===== src/sv/smx_pkg.sv =====
`timescale 1ns / 1ps
`default_nettype none
// ----------------------------------------------------------------------------
// smx_pkg
// Shared types and constants of the stack machine executor.
// ----------------------------------------------------------------------------
package smx_pkg;

    localparam int WORD_W      = 32;
    localparam int OP_W        = 4;
    localparam int DEPTH_OUT_W = 7;
    localparam int STATUS_W    = 2;

    localparam logic [OP_W-1:0] OP_PUSH = 4'd0;
    localparam logic [OP_W-1:0] OP_DUP  = 4'd1;
    localparam logic [OP_W-1:0] OP_DROP = 4'd2;
    localparam logic [OP_W-1:0] OP_SWAP = 4'd3;
    localparam logic [OP_W-1:0] OP_ROT  = 4'd4;
    localparam logic [OP_W-1:0] OP_ADD  = 4'd5;
    localparam logic [OP_W-1:0] OP_SUB  = 4'd6;
    localparam logic [OP_W-1:0] OP_MUL  = 4'd7;
    localparam logic [OP_W-1:0] OP_DIV  = 4'd8;
    localparam logic [OP_W-1:0] OP_NEG  = 4'd9;

    typedef enum logic [STATUS_W-1:0] {
        STAT_OK    = 2'd0,
        STAT_UNDER = 2'd1,
        STAT_OVER  = 2'd2,
        STAT_DIVZ  = 2'd3
    } smx_status_t;

    typedef enum logic [3:0] {
        S_IDLE,
        S_RD0,
        S_RD1,
        S_RD2,
        S_DIV,
        S_WR0,
        S_WR1,
        S_WR2,
        S_OUT
    } smx_state_t;

    typedef struct packed {
        logic              start;
        logic [WORD_W-1:0] num;
        logic [WORD_W-1:0] den;
    } smx_div_req_t;

    typedef struct packed {
        logic              done;
        logic [WORD_W-1:0] quotient;
    } smx_div_rsp_t;

    // operand count an opcode takes from the stack
    function automatic logic [1:0] need_count(input logic [OP_W-1:0] op);
        logic [1:0] n;
        n = 2'd0;
        unique case (op)
            OP_DUP, OP_DROP, OP_NEG:                 n = 2'd1;
            OP_SWAP, OP_ADD, OP_SUB, OP_MUL, OP_DIV: n = 2'd2;
            OP_ROT:                                  n = 2'd3;
            default:                                 n = 2'd0;
        endcase
        return n;
    endfunction

endpackage
`default_nettype wire


===== src/sv/smx_ram.sv =====
`timescale 1ns / 1ps
`default_nettype none
// ----------------------------------------------------------------------------
// smx_ram
// Simple dual-port RAM, one write and one registered read port.
// ----------------------------------------------------------------------------
module smx_ram #(
    parameter int WIDTH = 32,
    parameter int DEPTH = 64
) (
    input  wire logic                     aclk,
    input  wire logic                     wr_en,
    input  wire logic [$clog2(DEPTH)-1:0] wr_addr,
    input  wire logic [WIDTH-1:0]         wr_data,
    input  wire logic [$clog2(DEPTH)-1:0] rd_addr,
    output      logic [WIDTH-1:0]         rd_data
);

    logic [WIDTH-1:0] mem [DEPTH];

    always_ff @(posedge aclk) begin
        if (wr_en) begin
            mem[wr_addr] <= wr_data;
        end
        rd_data <= mem[rd_addr];
    end

endmodule
`default_nettype wire


===== src/sv/smx_div.sv =====
`timescale 1ns / 1ps
`default_nettype none
// ----------------------------------------------------------------------------
// smx_div
// Signed 32-bit divider, one quotient bit per cycle, truncating toward zero.
// ----------------------------------------------------------------------------
module smx_div (
    input  wire logic                aclk,
    input  wire logic                aresetn,
    input  wire smx_pkg::smx_div_req_t req,
    output      smx_pkg::smx_div_rsp_t rsp
);

    localparam int W   = smx_pkg::WORD_W;
    localparam int CW  = $clog2(W);

    logic          busy_reg, busy_next;
    logic          done_reg, done_next;
    logic [CW-1:0] cnt_reg, cnt_next;
    logic [W-1:0]  rem_reg, rem_next;
    logic [W-1:0]  quo_reg, quo_next;
    logic [W-1:0]  den_reg, den_next;
    logic          neg_reg, neg_next;

    logic [W:0]    shifted;
    logic [W:0]    diff;

    assign shifted = {rem_reg, quo_reg[W-1]};
    assign diff    = shifted - {1'b0, den_reg};

    always_comb begin
        busy_next = busy_reg;
        done_next = 1'b0;
        cnt_next  = cnt_reg;
        rem_next  = rem_reg;
        quo_next  = quo_reg;
        den_next  = den_reg;
        neg_next  = neg_reg;
        if (req.start) begin
            busy_next = 1'b1;
            cnt_next  = '0;
            rem_next  = '0;
            quo_next  = req.num[W-1] ? (W'(0) - req.num) : req.num;
            den_next  = req.den[W-1] ? (W'(0) - req.den) : req.den;
            neg_next  = req.num[W-1] ^ req.den[W-1];
        end else if (busy_reg) begin
            if (!diff[W]) begin
                rem_next = diff[W-1:0];
                quo_next = {quo_reg[W-2:0], 1'b1};
            end else begin
                rem_next = shifted[W-1:0];
                quo_next = {quo_reg[W-2:0], 1'b0};
            end
            cnt_next = cnt_reg + CW'(1);
            if (cnt_reg == CW'(W - 1)) begin
                busy_next = 1'b0;
                done_next = 1'b1;
            end
        end
    end

    always_ff @(posedge aclk) begin
        if (!aresetn) begin
            busy_reg <= 1'b0;
            done_reg <= 1'b0;
            cnt_reg  <= '0;
        end else begin
            busy_reg <= busy_next;
            done_reg <= done_next;
            cnt_reg  <= cnt_next;
        end
        rem_reg <= rem_next;
        quo_reg <= quo_next;
        den_reg <= den_next;
        neg_reg <= neg_next;
    end

    assign rsp.done     = done_reg;
    assign rsp.quotient = neg_reg ? (W'(0) - quo_reg) : quo_reg;

endmodule
`default_nettype wire


===== src/sv/stack_machine_executor.sv =====
`timescale 1ns / 1ps
`default_nettype none
// ----------------------------------------------------------------------------
// stack_machine_executor
// Executes one stack instruction per input word on a 32-bit data stack.
// ----------------------------------------------------------------------------
// Input channel s_*: one instruction per word, opcode in s_tuser, push value
// in s_tdata. Output channel m_*: one word per instruction with the new top
// of stack, depth and status. Refused instructions leave the stack as is.
// The stack lives in a RAM with a registered read port; the top entry is
// mirrored in a register. Words are handled one at a time; after S_IDLE each
// runs the states its opcode needs, S_DIV waiting on the radix-2 divider:
//   refused or unused opcode  S_OUT
//   push, dup, negate         S_WR0, S_OUT
//   drop, add, sub, mul       S_RD0, S_RD1, S_WR0, S_OUT
//   swap                      S_RD0, S_RD1, S_WR0, S_WR1, S_OUT
//   rot                       S_RD0 to S_RD2, S_WR0 to S_WR2, S_OUT
//   div                       S_RD0, S_RD1, S_DIV, S_WR0, S_OUT
// The RAM gives one access of each kind per cycle. Results sit in an output
// register; s_tready drops while an instruction is in flight and while a
// finished result waits on a stalled m_tready. Reset empties the stack and
// clears the output valid; no RAM clearing pass is needed.
// ----------------------------------------------------------------------------
module stack_machine_executor #(
    parameter int STACK_DEPTH = 64
) (
    input  wire logic        aclk,
    input  wire logic        aresetn,
    input  wire logic        s_tvalid,
    output      logic        s_tready,
    input  wire logic [31:0] s_tdata,   // [31:0] immediate
    input  wire logic [3:0]  s_tuser,   // [3:0] operation
    output      logic        m_tvalid,
    input  wire logic        m_tready,
    output      logic [47:0] m_tdata    // [31:0] top_value, [38:32] depth,
                                        // [40:39] status, [47:41] zero
);

    localparam int W  = smx_pkg::WORD_W;
    localparam int AW = $clog2(STACK_DEPTH);
    localparam int DW = $clog2(STACK_DEPTH + 1);
    localparam int OW = smx_pkg::DEPTH_OUT_W;

    smx_pkg::smx_state_t  state_reg, state_next;
    logic [DW-1:0]        depth_reg, depth_next;
    logic [W-1:0]         top_reg, top_next;
    logic [W-1:0]         a_reg, a_next;
    logic [W-1:0]         b_reg, b_next;
    logic [smx_pkg::OP_W-1:0] op_reg, op_next;
    logic [W-1:0]         imm_reg, imm_next;
    smx_pkg::smx_status_t stat_reg, stat_next;
    logic                 m_valid_reg, m_valid_next;
    logic [47:0]          m_data_reg, m_data_next;

    logic                 accept;
    logic                 out_free;
    smx_pkg::smx_status_t acc_status;
    logic                 acc_known;

    logic                 wr_en;
    logic [AW-1:0]        wr_addr;
    logic [W-1:0]         wr_data;
    logic [AW-1:0]        rd_addr;
    logic [W-1:0]         rd_data;

    smx_pkg::smx_div_req_t div_req;
    smx_pkg::smx_div_rsp_t div_rsp;

    logic [AW-1:0]        d_lo;
    logic [W-1:0]         arith;
    logic [DW+OW-1:0]     depth_ext;
    logic [W-1:0]         top_out;

    assign accept   = s_tvalid && s_tready;
    assign out_free = !m_valid_reg || m_tready;
    assign d_lo     = depth_reg[AW-1:0];
    assign acc_known = (s_tuser <= smx_pkg::OP_NEG);

    always_comb begin
        acc_status = smx_pkg::STAT_OK;
        if (acc_known) begin
            if (depth_reg < DW'(smx_pkg::need_count(s_tuser))) begin
                acc_status = smx_pkg::STAT_UNDER;
            end else if ((s_tuser == smx_pkg::OP_PUSH || s_tuser == smx_pkg::OP_DUP)
                         && depth_reg == DW'(STACK_DEPTH)) begin
                acc_status = smx_pkg::STAT_OVER;
            end else if (s_tuser == smx_pkg::OP_DIV && top_reg == '0) begin
                acc_status = smx_pkg::STAT_DIVZ;
            end
        end
    end

    always_comb begin
        case (op_reg)
            smx_pkg::OP_ADD: arith = b_reg + top_reg;
            smx_pkg::OP_SUB: arith = b_reg - top_reg;
            smx_pkg::OP_MUL: arith = W'(b_reg * top_reg);
            default:         arith = div_rsp.quotient;
        endcase
    end

    // next state
    always_comb begin
        state_next = state_reg;
        unique case (state_reg)
            smx_pkg::S_IDLE: begin
                if (accept) begin
                    if (!acc_known || acc_status != smx_pkg::STAT_OK) begin
                        state_next = smx_pkg::S_OUT;
                    end else if (s_tuser == smx_pkg::OP_PUSH || s_tuser == smx_pkg::OP_DUP
                                 || s_tuser == smx_pkg::OP_NEG) begin
                        state_next = smx_pkg::S_WR0;
                    end else begin
                        state_next = smx_pkg::S_RD0;
                    end
                end
            end
            smx_pkg::S_RD0: state_next = smx_pkg::S_RD1;
            smx_pkg::S_RD1: begin
                if (op_reg == smx_pkg::OP_ROT) begin
                    state_next = smx_pkg::S_RD2;
                end else if (op_reg == smx_pkg::OP_DIV) begin
                    state_next = smx_pkg::S_DIV;
                end else begin
                    state_next = smx_pkg::S_WR0;
                end
            end
            smx_pkg::S_RD2: state_next = smx_pkg::S_WR0;
            smx_pkg::S_DIV: begin
                if (div_rsp.done) begin
                    state_next = smx_pkg::S_WR0;
                end
            end
            smx_pkg::S_WR0: begin
                if (op_reg == smx_pkg::OP_SWAP || op_reg == smx_pkg::OP_ROT) begin
                    state_next = smx_pkg::S_WR1;
                end else begin
                    state_next = smx_pkg::S_OUT;
                end
            end
            smx_pkg::S_WR1: begin
                if (op_reg == smx_pkg::OP_ROT) begin
                    state_next = smx_pkg::S_WR2;
                end else begin
                    state_next = smx_pkg::S_OUT;
                end
            end
            smx_pkg::S_WR2: state_next = smx_pkg::S_OUT;
            smx_pkg::S_OUT: begin
                if (out_free) begin
                    state_next = smx_pkg::S_IDLE;
                end
            end
            default: state_next = smx_pkg::S_IDLE;
        endcase
    end

    assign depth_ext = {{OW{1'b0}}, depth_reg};
    assign top_out   = (depth_reg == '0) ? '0 : top_reg;

    // datapath and outputs
    always_comb begin
        s_tready     = (state_reg == smx_pkg::S_IDLE);
        depth_next   = depth_reg;
        top_next     = top_reg;
        a_next       = a_reg;
        b_next       = b_reg;
        op_next      = op_reg;
        imm_next     = imm_reg;
        stat_next    = stat_reg;
        wr_en        = 1'b0;
        wr_addr      = d_lo - AW'(2);
        wr_data      = top_reg;
        rd_addr      = d_lo - AW'(2);
        div_req      = '{start: 1'b0, num: rd_data, den: top_reg};
        m_valid_next = m_valid_reg && !m_tready;
        m_data_next  = m_data_reg;
        unique case (state_reg)
            smx_pkg::S_IDLE: begin
                if (accept) begin
                    op_next   = s_tuser;
                    imm_next  = s_tdata;
                    stat_next = acc_status;
                end
            end
            smx_pkg::S_RD0: begin
            end
            smx_pkg::S_RD1: begin
                rd_addr = d_lo - AW'(3);
                b_next  = rd_data;
                div_req.start = (op_reg == smx_pkg::OP_DIV);
            end
            smx_pkg::S_RD2: begin
                a_next = rd_data;
            end
            smx_pkg::S_DIV: begin
            end
            smx_pkg::S_WR0: begin
                case (op_reg)
                    smx_pkg::OP_PUSH: begin
                        wr_en      = 1'b1;
                        wr_addr    = d_lo;
                        wr_data    = imm_reg;
                        top_next   = imm_reg;
                        depth_next = depth_reg + DW'(1);
                    end
                    smx_pkg::OP_DUP: begin
                        wr_en      = 1'b1;
                        wr_addr    = d_lo;
                        depth_next = depth_reg + DW'(1);
                    end
                    smx_pkg::OP_NEG: begin
                        wr_en    = 1'b1;
                        wr_addr  = d_lo - AW'(1);
                        wr_data  = W'(0) - top_reg;
                        top_next = W'(0) - top_reg;
                    end
                    smx_pkg::OP_DROP: begin
                        top_next   = b_reg;
                        depth_next = depth_reg - DW'(1);
                    end
                    smx_pkg::OP_SWAP: begin
                        wr_en = 1'b1;
                    end
                    smx_pkg::OP_ROT: begin
                        wr_en   = 1'b1;
                        wr_addr = d_lo - AW'(3);
                        wr_data = b_reg;
                    end
                    default: begin
                        wr_en      = 1'b1;
                        wr_data    = arith;
                        top_next   = arith;
                        depth_next = depth_reg - DW'(1);
                    end
                endcase
            end
            smx_pkg::S_WR1: begin
                wr_en = 1'b1;
                if (op_reg == smx_pkg::OP_SWAP) begin
                    wr_addr  = d_lo - AW'(1);
                    wr_data  = b_reg;
                    top_next = b_reg;
                end
            end
            smx_pkg::S_WR2: begin
                wr_en    = 1'b1;
                wr_addr  = d_lo - AW'(1);
                wr_data  = a_reg;
                top_next = a_reg;
            end
            smx_pkg::S_OUT: begin
                if (out_free) begin
                    m_valid_next = 1'b1;
                    m_data_next  = {7'b0, stat_reg, depth_ext[OW-1:0], top_out};
                end
            end
            default: begin
            end
        endcase
    end

    always_ff @(posedge aclk) begin
        if (!aresetn) begin
            state_reg   <= smx_pkg::S_IDLE;
            depth_reg   <= '0;
            m_valid_reg <= 1'b0;
        end else begin
            state_reg   <= state_next;
            depth_reg   <= depth_next;
            m_valid_reg <= m_valid_next;
        end
        top_reg    <= top_next;
        a_reg      <= a_next;
        b_reg      <= b_next;
        op_reg     <= op_next;
        imm_reg    <= imm_next;
        stat_reg   <= stat_next;
        m_data_reg <= m_data_next;
    end

    assign m_tvalid = m_valid_reg;
    assign m_tdata  = m_data_reg;

    smx_ram #(
        .WIDTH (W),
        .DEPTH (STACK_DEPTH)
    ) u_stack_ram (
        .aclk    (aclk),
        .wr_en   (wr_en),
        .wr_addr (wr_addr),
        .wr_data (wr_data),
        .rd_addr (rd_addr),
        .rd_data (rd_data)
    );

    smx_div u_div (
        .aclk    (aclk),
        .aresetn (aresetn),
        .req     (div_req),
        .rsp     (div_rsp)
    );

endmodule
`default_nettype wire


===== config.mk =====
export PLATFORM = sky130hd
export DESIGN_NAME = stack_machine_executor
export DESIGN_NICKNAME = d
export VERILOG_FILES = /design/src/sv/smx_pkg.sv /design/src/sv/smx_ram.sv /design/src/sv/smx_div.sv /design/src/sv/stack_machine_executor.sv
export SDC_FILE = /design/constraint.sdc
export NUM_CORES = 2
export LEC_CHECK = 0
export BUFFER_PORTS_ARGS = -buffer_cell sky130_fd_sc_hd__buf_4
export CAP_MARGIN = 30
export CORE_MARGIN = 10
export CORE_UTILIZATION = 30
export DETAILED_ROUTE_END_ITERATION = 8
export PLACE_DENSITY = 0.54
export SLEW_MARGIN = 5
export SYNTH_ARGS = -nofsm -noshare
export SYNTH_HDL_FRONTEND = slang
export SYNTH_SLANG_ARGS = --single-unit

===== constraint.sdc =====
create_clock -name aclk -period 27 [get_ports aclk]
set_clock_uncertainty 0.15 [all_clocks]
set_input_delay 2.7 -clock aclk [delete_from_list [all_inputs] [get_ports aclk]]
set_output_delay 2.7 -clock aclk [all_outputs]
set_load 0.1 [all_outputs]

# --- After elaboration in Yosys (flattened, before gate mapping) ---
# Memories as Yosys holds them, arrays and structs flattened. A register that Yosys moved wholly into a read port is not among the register bits.
# Cells that the tools add are included.
op_classes:
  addsub: 12
  multipliers: 1
  magnitude_cmp: 2
  n_eq_ne: 26
  muxes: 44
  n_bitwise: 4
  n_reduce_logical: 32
ops:
  columns: ["cell", "n"]
  rows:
  - ["case mux 32 bit (3 select lines)", 3]
  - ["case mux 32 bit (4 select lines)", 2]
  - ["2-to-1 mux 32 bit", 6]
  - ["subtractor 1 x 32 -> 32 bit (first input constant)", 3]
  - ["case mux 4 bit (9 select lines)", 1]
  - ["case mux 6 bit (3 select lines)", 2]
  - ["subtractor 33 x 32 -> 33 bit", 1]
  - ["adder 32 bit", 1]
  - ["equality test 4 x 3 -> 1 bit (second input constant)", 8]
  - ["logical NOT 32 bit", 1]
  - ["multiplier 32 x 32 -> 32 bit", 1]
  - ["subtractor 32 bit", 1]
  - ["2-to-1 mux 31 bit", 1]
  - ["2-to-1 mux 4 bit", 6]
  - ["equality test 4 bit (second input constant)", 5]
  - ["equality test 4 x 2 -> 1 bit (second input constant)", 4]
  - ["case mux 7 bit (2 select lines)", 1]
  - ["equality test 4 x 1 -> 1 bit (second input constant)", 3]
  - ["logical NOT 4 bit", 3]
  - ["2-to-1 mux 1 bit", 12]
  - ["2-to-1 mux 6 bit", 2]
  - ["OR reduction 3 bit", 4]
  - ["subtractor 6 x 2 -> 6 bit (second input constant)", 2]
  - ["2-to-1 mux 2 bit", 5]
  - ["other kinds (23)", 43]
word_totals:
  regBits: 291
  mem_bits_rw: 2048
  rom_bits: 32
  input_bits: 40
  out_inout_bits: 50
  wordCells: 142
  memories: 2
memory_table:
  columns: ["memory", "depth", "width", "rd", "rd_clocked_by_memory_dff", "wr", "line", "text"]
  rows:
  - ["u_stack_ram.mem", 64, 32, 1, 1, 1, "smx_ram.sv:19", "logic [WIDTH-1:0] mem [DEPTH];"]
  - ["(name not given)", 16, 2, 1, 0, 0, "smx_pkg.sv:59", "unique case (op)"]

# --- Longest topological paths before layout ---
logic_depth:
  word_depth: 11
  mapped_depth: 29
  depth_no_buf: 26

# --- By module ---
# Synthesis repeated with hierarchy kept, for this count alone.
hier_totals:
  hier_cells: 7360
  area_unflattened_um2: 115234.3
modules_own_cells:
  columns: ["module", "instances", "cells_each", "area_each_um2", "seq_area_each_um2"]
  rows:
  - ["smx_ram", 1, 3324, 78515.3, 62139.6]
  - ["stack_machine_executor", 1, 3158, 28975.3, 5495.3]
  - ["smx_div", 1, 878, 7743.7, 2732.6]

# --- Worst setup path after synthesis ---
# OpenSTA, ideal clock, no wires.
synth_path:
  path_type: "register to register"
  startpoint: "register top_reg[7]"
  endpoint: "memory u_stack_ram.mem[0][31] (data pin)"
  setup_ps: 721
  arrival_ps: 9778
  t_required_ps: 26129
  setup_slack_ps: 16351
  stages_incl_launch_ff: 28
  period_less_slack_ps: 10649
  cell_sequence: "edfxtp_1 -> clkbuf_1 -> clkbuf_1 -> clkbuf_1 -> and2_1 -> fa_1 -> fa_1 -> fa_1 -> inv_1 -> fa_1 -> inv_1 -> fa_1 -> inv_1 -> fa_1 -> inv_1 -> fa_1 -> fa_1 -> ha_1 -> a21o_1 -> a21o_1 -> a21o_1 -> a2111oi_0 -> or3_1 -> a211o_1 -> a21boi_0 -> o31ai_1 -> nor2_1 -> o31ai_1"
synth_via:
  elab_chain_len: 4
  word_cells_on_any_way: 7
  classes_between: "3 x add/sub; 1 x mul; 3 x mux"
synth_lines:
  columns: ["element", "line", "text"]
  rows:
  - ["start: declaration", "stack_machine_executor.sv:46", "logic [W-1:0] top_reg, top_next;"]
  - ["start signal: assignment", "stack_machine_executor.sv:273", "top_reg <= top_next;"]
  - ["multiplier 32 x 32 -> 32 bit (tied with other cells)", "stack_machine_executor.sv:97", "smx_pkg::OP_MUL: arith = W'(b_reg * top_reg);"]
  - ["case mux 32 bit (3 select lines)", "stack_machine_executor.sv:94", "case (op_reg)"]
  - ["case mux 32 bit (4 select lines) (*)", "stack_machine_executor.sv:199", "case (op_reg)"]
  - ["case mux 32 bit (3 select lines) (*)", "stack_machine_executor.sv:178", "unique case (state_reg)"]
  - ["net u_stack_ram.wr_data[31]", "smx_ram.sv:14", "input wire logic [WIDTH-1:0] wr_data,"]
  - ["end: declaration", "smx_ram.sv:19", null]
# Mark *: on every way through the listed nets, which the timed path passes. The rest lies on a longest branch.

# --- Final worst setup path ---
layout_path:
  startpoint: "register top_reg[2]"
  endpoint: "memory u_stack_ram.mem[41][31] (data pin)"
# The elaborated chain is that of the path after synthesis.

==> flow_metrics.env <==
export IMPL_antenna_left=0
export IMPL_swShare_pct=32.1
export IMPL_min_from="stat_reg[0]"
export IMPL_num_fill_cells=36400
export IMPL_die_area_sq_um=408000
export IMPL_ys_warn_count=0
export IMPL_htree_levels=4
export IMPL_yosys_area_top_type="edfxtp_1"
export IMPL_synth_area_leaders="edfxtp_1 (60%), mux4_2 (12%), fa_1 (7.2%)"
export IMPL_worstHoldPathType="flop to flop"
export IMPL_period_needed_ps=9230
export IMPL_worstPathRequired_ps=27470
export IMPL_cp_arrival_ps=9700
export IMPL_num_vias=65200
export IMPL_synth_edf_count=2288
export IMPL_pwr_share_seq_pct=38.5
export IMPL_outcome="complete, no violations"
export IMPL_track_usage_pct=16.4
export IMPL_clk_path_buf_depth=4
export IMPL_seq_area_frac_synth_pct=61.3
export IMPL_antenna_found_initial=18
export IMPL_grt_remaining_overflow=0
export IMPL_maxCapViolations=0
export IMPL_relSlewSlack_pct=24.4
export IMPL_finalWeightedCongestion=0.892
export IMPL_via_per_inst=5.19
export IMPL_final_core_util_pct=34.3
export IMPL_cts_resized=0
export IMPL_cts_tree="yes"
export IMPL_ios=90
export IMPL_wl_per_cell_um=27.2
export IMPL_numCtsBuffers=243
export IMPL_p_int_mw=7.28
export IMPL_rsz0062_at_grt="false"
export IMPL_period_share_pct=34.2
export IMPL_dp_cells=12100
export IMPL_tightestPinTransition_ps=1130
export IMPL_initial_core_util_pct=30.1
export IMPL_reg2reg_from="top_reg[2]"
export IMPL_r2r_end="u_stack_ram.mem[41][31]"
export IMPL_synth_cell_types=78
export IMPL_fin_nets=7994
export IMPL_synthArstFlopShare_pct=0
export IMPL_end_kind="flop"
export IMPL_drt_total_wl_um=343000
export IMPL_hold_depth=0
export IMPL_die_y_um=639
export IMPL_largest_reg_flops=2048
export IMPL_drcViolationCount=0
export IMPL_grt_max_degree=126
export IMPL_crit_start="top_reg[2]"
export IMPL_syn2layout_area_growth_pct=14.1
export IMPL_cts_sinks=2371
export IMPL_power_density_nw_per_um2=81.8
export IMPL_synth_top_area_share_pct=59.8
export IMPL_vdd_drop_max_uv=136
export IMPL_yosysMostFrequentCell="edfxtp_1"
export IMPL_drive_gt1_share_pct=19.4
export IMPL_drtIter0Drc=6743
export IMPL_cts_clk_slew_worst_paths_ps=60
export IMPL_io_buffers=82
export IMPL_holdBufCountCts=0
export IMPL_tns_ps=0
export IMPL_clkPwrFrac_pct=31.9
export IMPL_root_buffer="clkbuf_16"
export IMPL_max_freq_ghz=0.108
export IMPL_path_class="flop to flop"
export IMPL_cp_max_fo=64
export IMPL_ys_flop_type="edfxtp_1"
export IMPL_final_cells=12600
export IMPL_hold_viol_final=0
export IMPL_syn_area_sq_um=115000
export IMPL_multi_input_area_sq_um=42000
export IMPL_clk_latency_ps=980
export IMPL_fp_dieW_um=639
export IMPL_syn_instance_count=7174
export IMPL_rr_worst_depth=26
export IMPL_post_cts_buffers=0
export IMPL_synthTopCellsByCount="edfxtp_1 (2,288), mux4_2 (631), nand2_1 (520)"
export IMPL_drtPass1Iterations=8
export IMPL_combPwrFrac_pct=29.6
export IMPL_hpwlAfterDp_um=207000
export IMPL_largest_register="u_stack_ram.mem"
export IMPL_p_switching_mw=3.44
export IMPL_ys_ff_latch=2371
export IMPL_seq_area_sq_um=70400
export IMPL_core_sq_um=382000
export IMPL_r2r_slack_ps=17770
export IMPL_crit_path_start_kind="flop"
export IMPL_syn_area_per_cell_sq_um=16.0
export IMPL_power_leakage_nw=45.3
export IMPL_crit_end="u_stack_ram.mem[41][31]"
export IMPL_first_global_vias=67600
export IMPL_maxSlewViolCount=0
export IMPL_rows=227
export IMPL_grt_pass1_wl_um=491000
export IMPL_final_setup_viol_count=0
-- placed cells by master, fill, tap and decap left out, drive strengths merged, types with 18 or more instances in the layout --
| cell type | netlist | routed |
|---|---|---|
| o21ai | 232 | 232 |
| buf | 110 | 325 |
| nor3 | 43 | 43 |
| nand3 | 21 | 21 |
| o211ai | 21 | 21 |
| a31oi | 20 | 20 |
| and2 | 352 | 352 |
| a21oi | 253 | 253 |
| a221oi | 23 | 23 |
| a22oi | 33 | 33 |
| clkbuf | 309 | 291 |
| xor2 | 126 | 126 |
| nor4 | 19 | 19 |
| xnor2 | 172 | 172 |
| inv | 462 | 466 |
| ha | 212 | 212 |
| a21o | 50 | 50 |
| nor2 | 233 | 233 |
| nand2b | 28 | 28 |
| a221o | 20 | 20 |
| o21a | 26 | 26 |
| fa | 411 | 411 |
| dfxtp | 83 | 83 |
| nor2b | 66 | 66 |
| o31ai | 33 | 33 |
| nand2 | 520 | 520 |
| mux2i | 85 | 85 |
| bufinv | 0 | 30 |
| mux4 | 631 | 631 |
| a211oi | 66 | 66 |
| and3 | 18 | 18 |
| edfxtp | 2288 | 2288 |
| or3 | 39 | 39 |
| clkinv | 0 | 102 |
-- cell type report --
cell class | count | area share (%)
clock inverters | 149 | 1.26
flip-flops and latches | 2371 | 53.7
well taps | 5038 | 4.81
clock buffers | 291 | 4.86
inverters | 462 | 1.32
diodes | 15 | 0.0286
repair buffers | 325 | 1.98
multi-input cells | 3928 | 32.0
-- worst max-delay path: stages, from the launching register on --
cell and delay, ps:
edfxtp_1 700, buf_4 470, and2_1 220, fa_1 170, inv_1 50, fa_1 410
fa_1 510, fa_1 550, inv_1 50, fa_1 500, inv_1 60, fa_1 560
inv_1 60, fa_1 500, fa_1 420, ha_1 330, a21o_1 190, a21o_1 170
a21o_1 200, a2111oi_0 480, or3_1 260, a211o_1 140, a21boi_0 80, o31ai_1 640
nor2_1 160, o31ai_4 310, buf_4 520
-- per-stage QoR --
stage | worst slack (ps) | hold WS (ps) | instance area (sq um) | total power, mW
after global routing | 17470 | 295 | 131000 | 11.2
after CTS | 17880 | 290 | 131000 | 10.8
after global placement | 17870 | 271 | 123000 | 7.33
final | 17770 | 292 | 131000 | 10.7
after detailed placement | 17890 | 276 | 123000 | 7.34
after floorplan | 16350 | 250 | 115000 | 6.34
-- power groups by stage --
stage	clock network, mW	registers, mW	logic (mW)
final	3.42	4.13	3.18
after detailed placement	0	4.21	3.13
after global routing	3.63	4.13	3.49
after CTS	3.48	4.13	3.16
after floorplan	0	4.23	2.12
after global placement	0	4.21	3.13
-- per-layer routing --
metal	GRT usage, %	wire length [um]
met3	2.57	22800
met1	21.5	140000
met2	27.4	165000
met4	6.15	14900
met5	0	0
-- cells by family (layout without fill, tap and decap cells) --
kind of cell | Yosys count | count (layout) | synth area share [%]
flip-flops | 2371 | 2371 | 61.3
AND/OR/NAND/NOR | 1398 | 1398 | 5.97
AO/OA/AOI/OAI | 885 | 885 | 4.86
buffers and inverters | 881 | 1227 | 2.97
multiplexers | 716 | 716 | 13.1
adder cells (fa/ha/maj) | 623 | 623 | 9.48
XOR/XNOR | 299 | 299 | 2.30
other | 1 | 22 | 0.00327
-- how the worst min path moves through the flow --
stage,endpoint,slack [ps]
3_5_place_dp,m_tdata[39],280
6_report,m_tdata[39],290
5_1_grt,m_tdata[39],290
4_1_cts,m_tdata[39],290
2_1_floorplan,m_tdata[39],250
3_3_place_gp,m_tdata[40],270
Power figures use the tool's default switching activity.
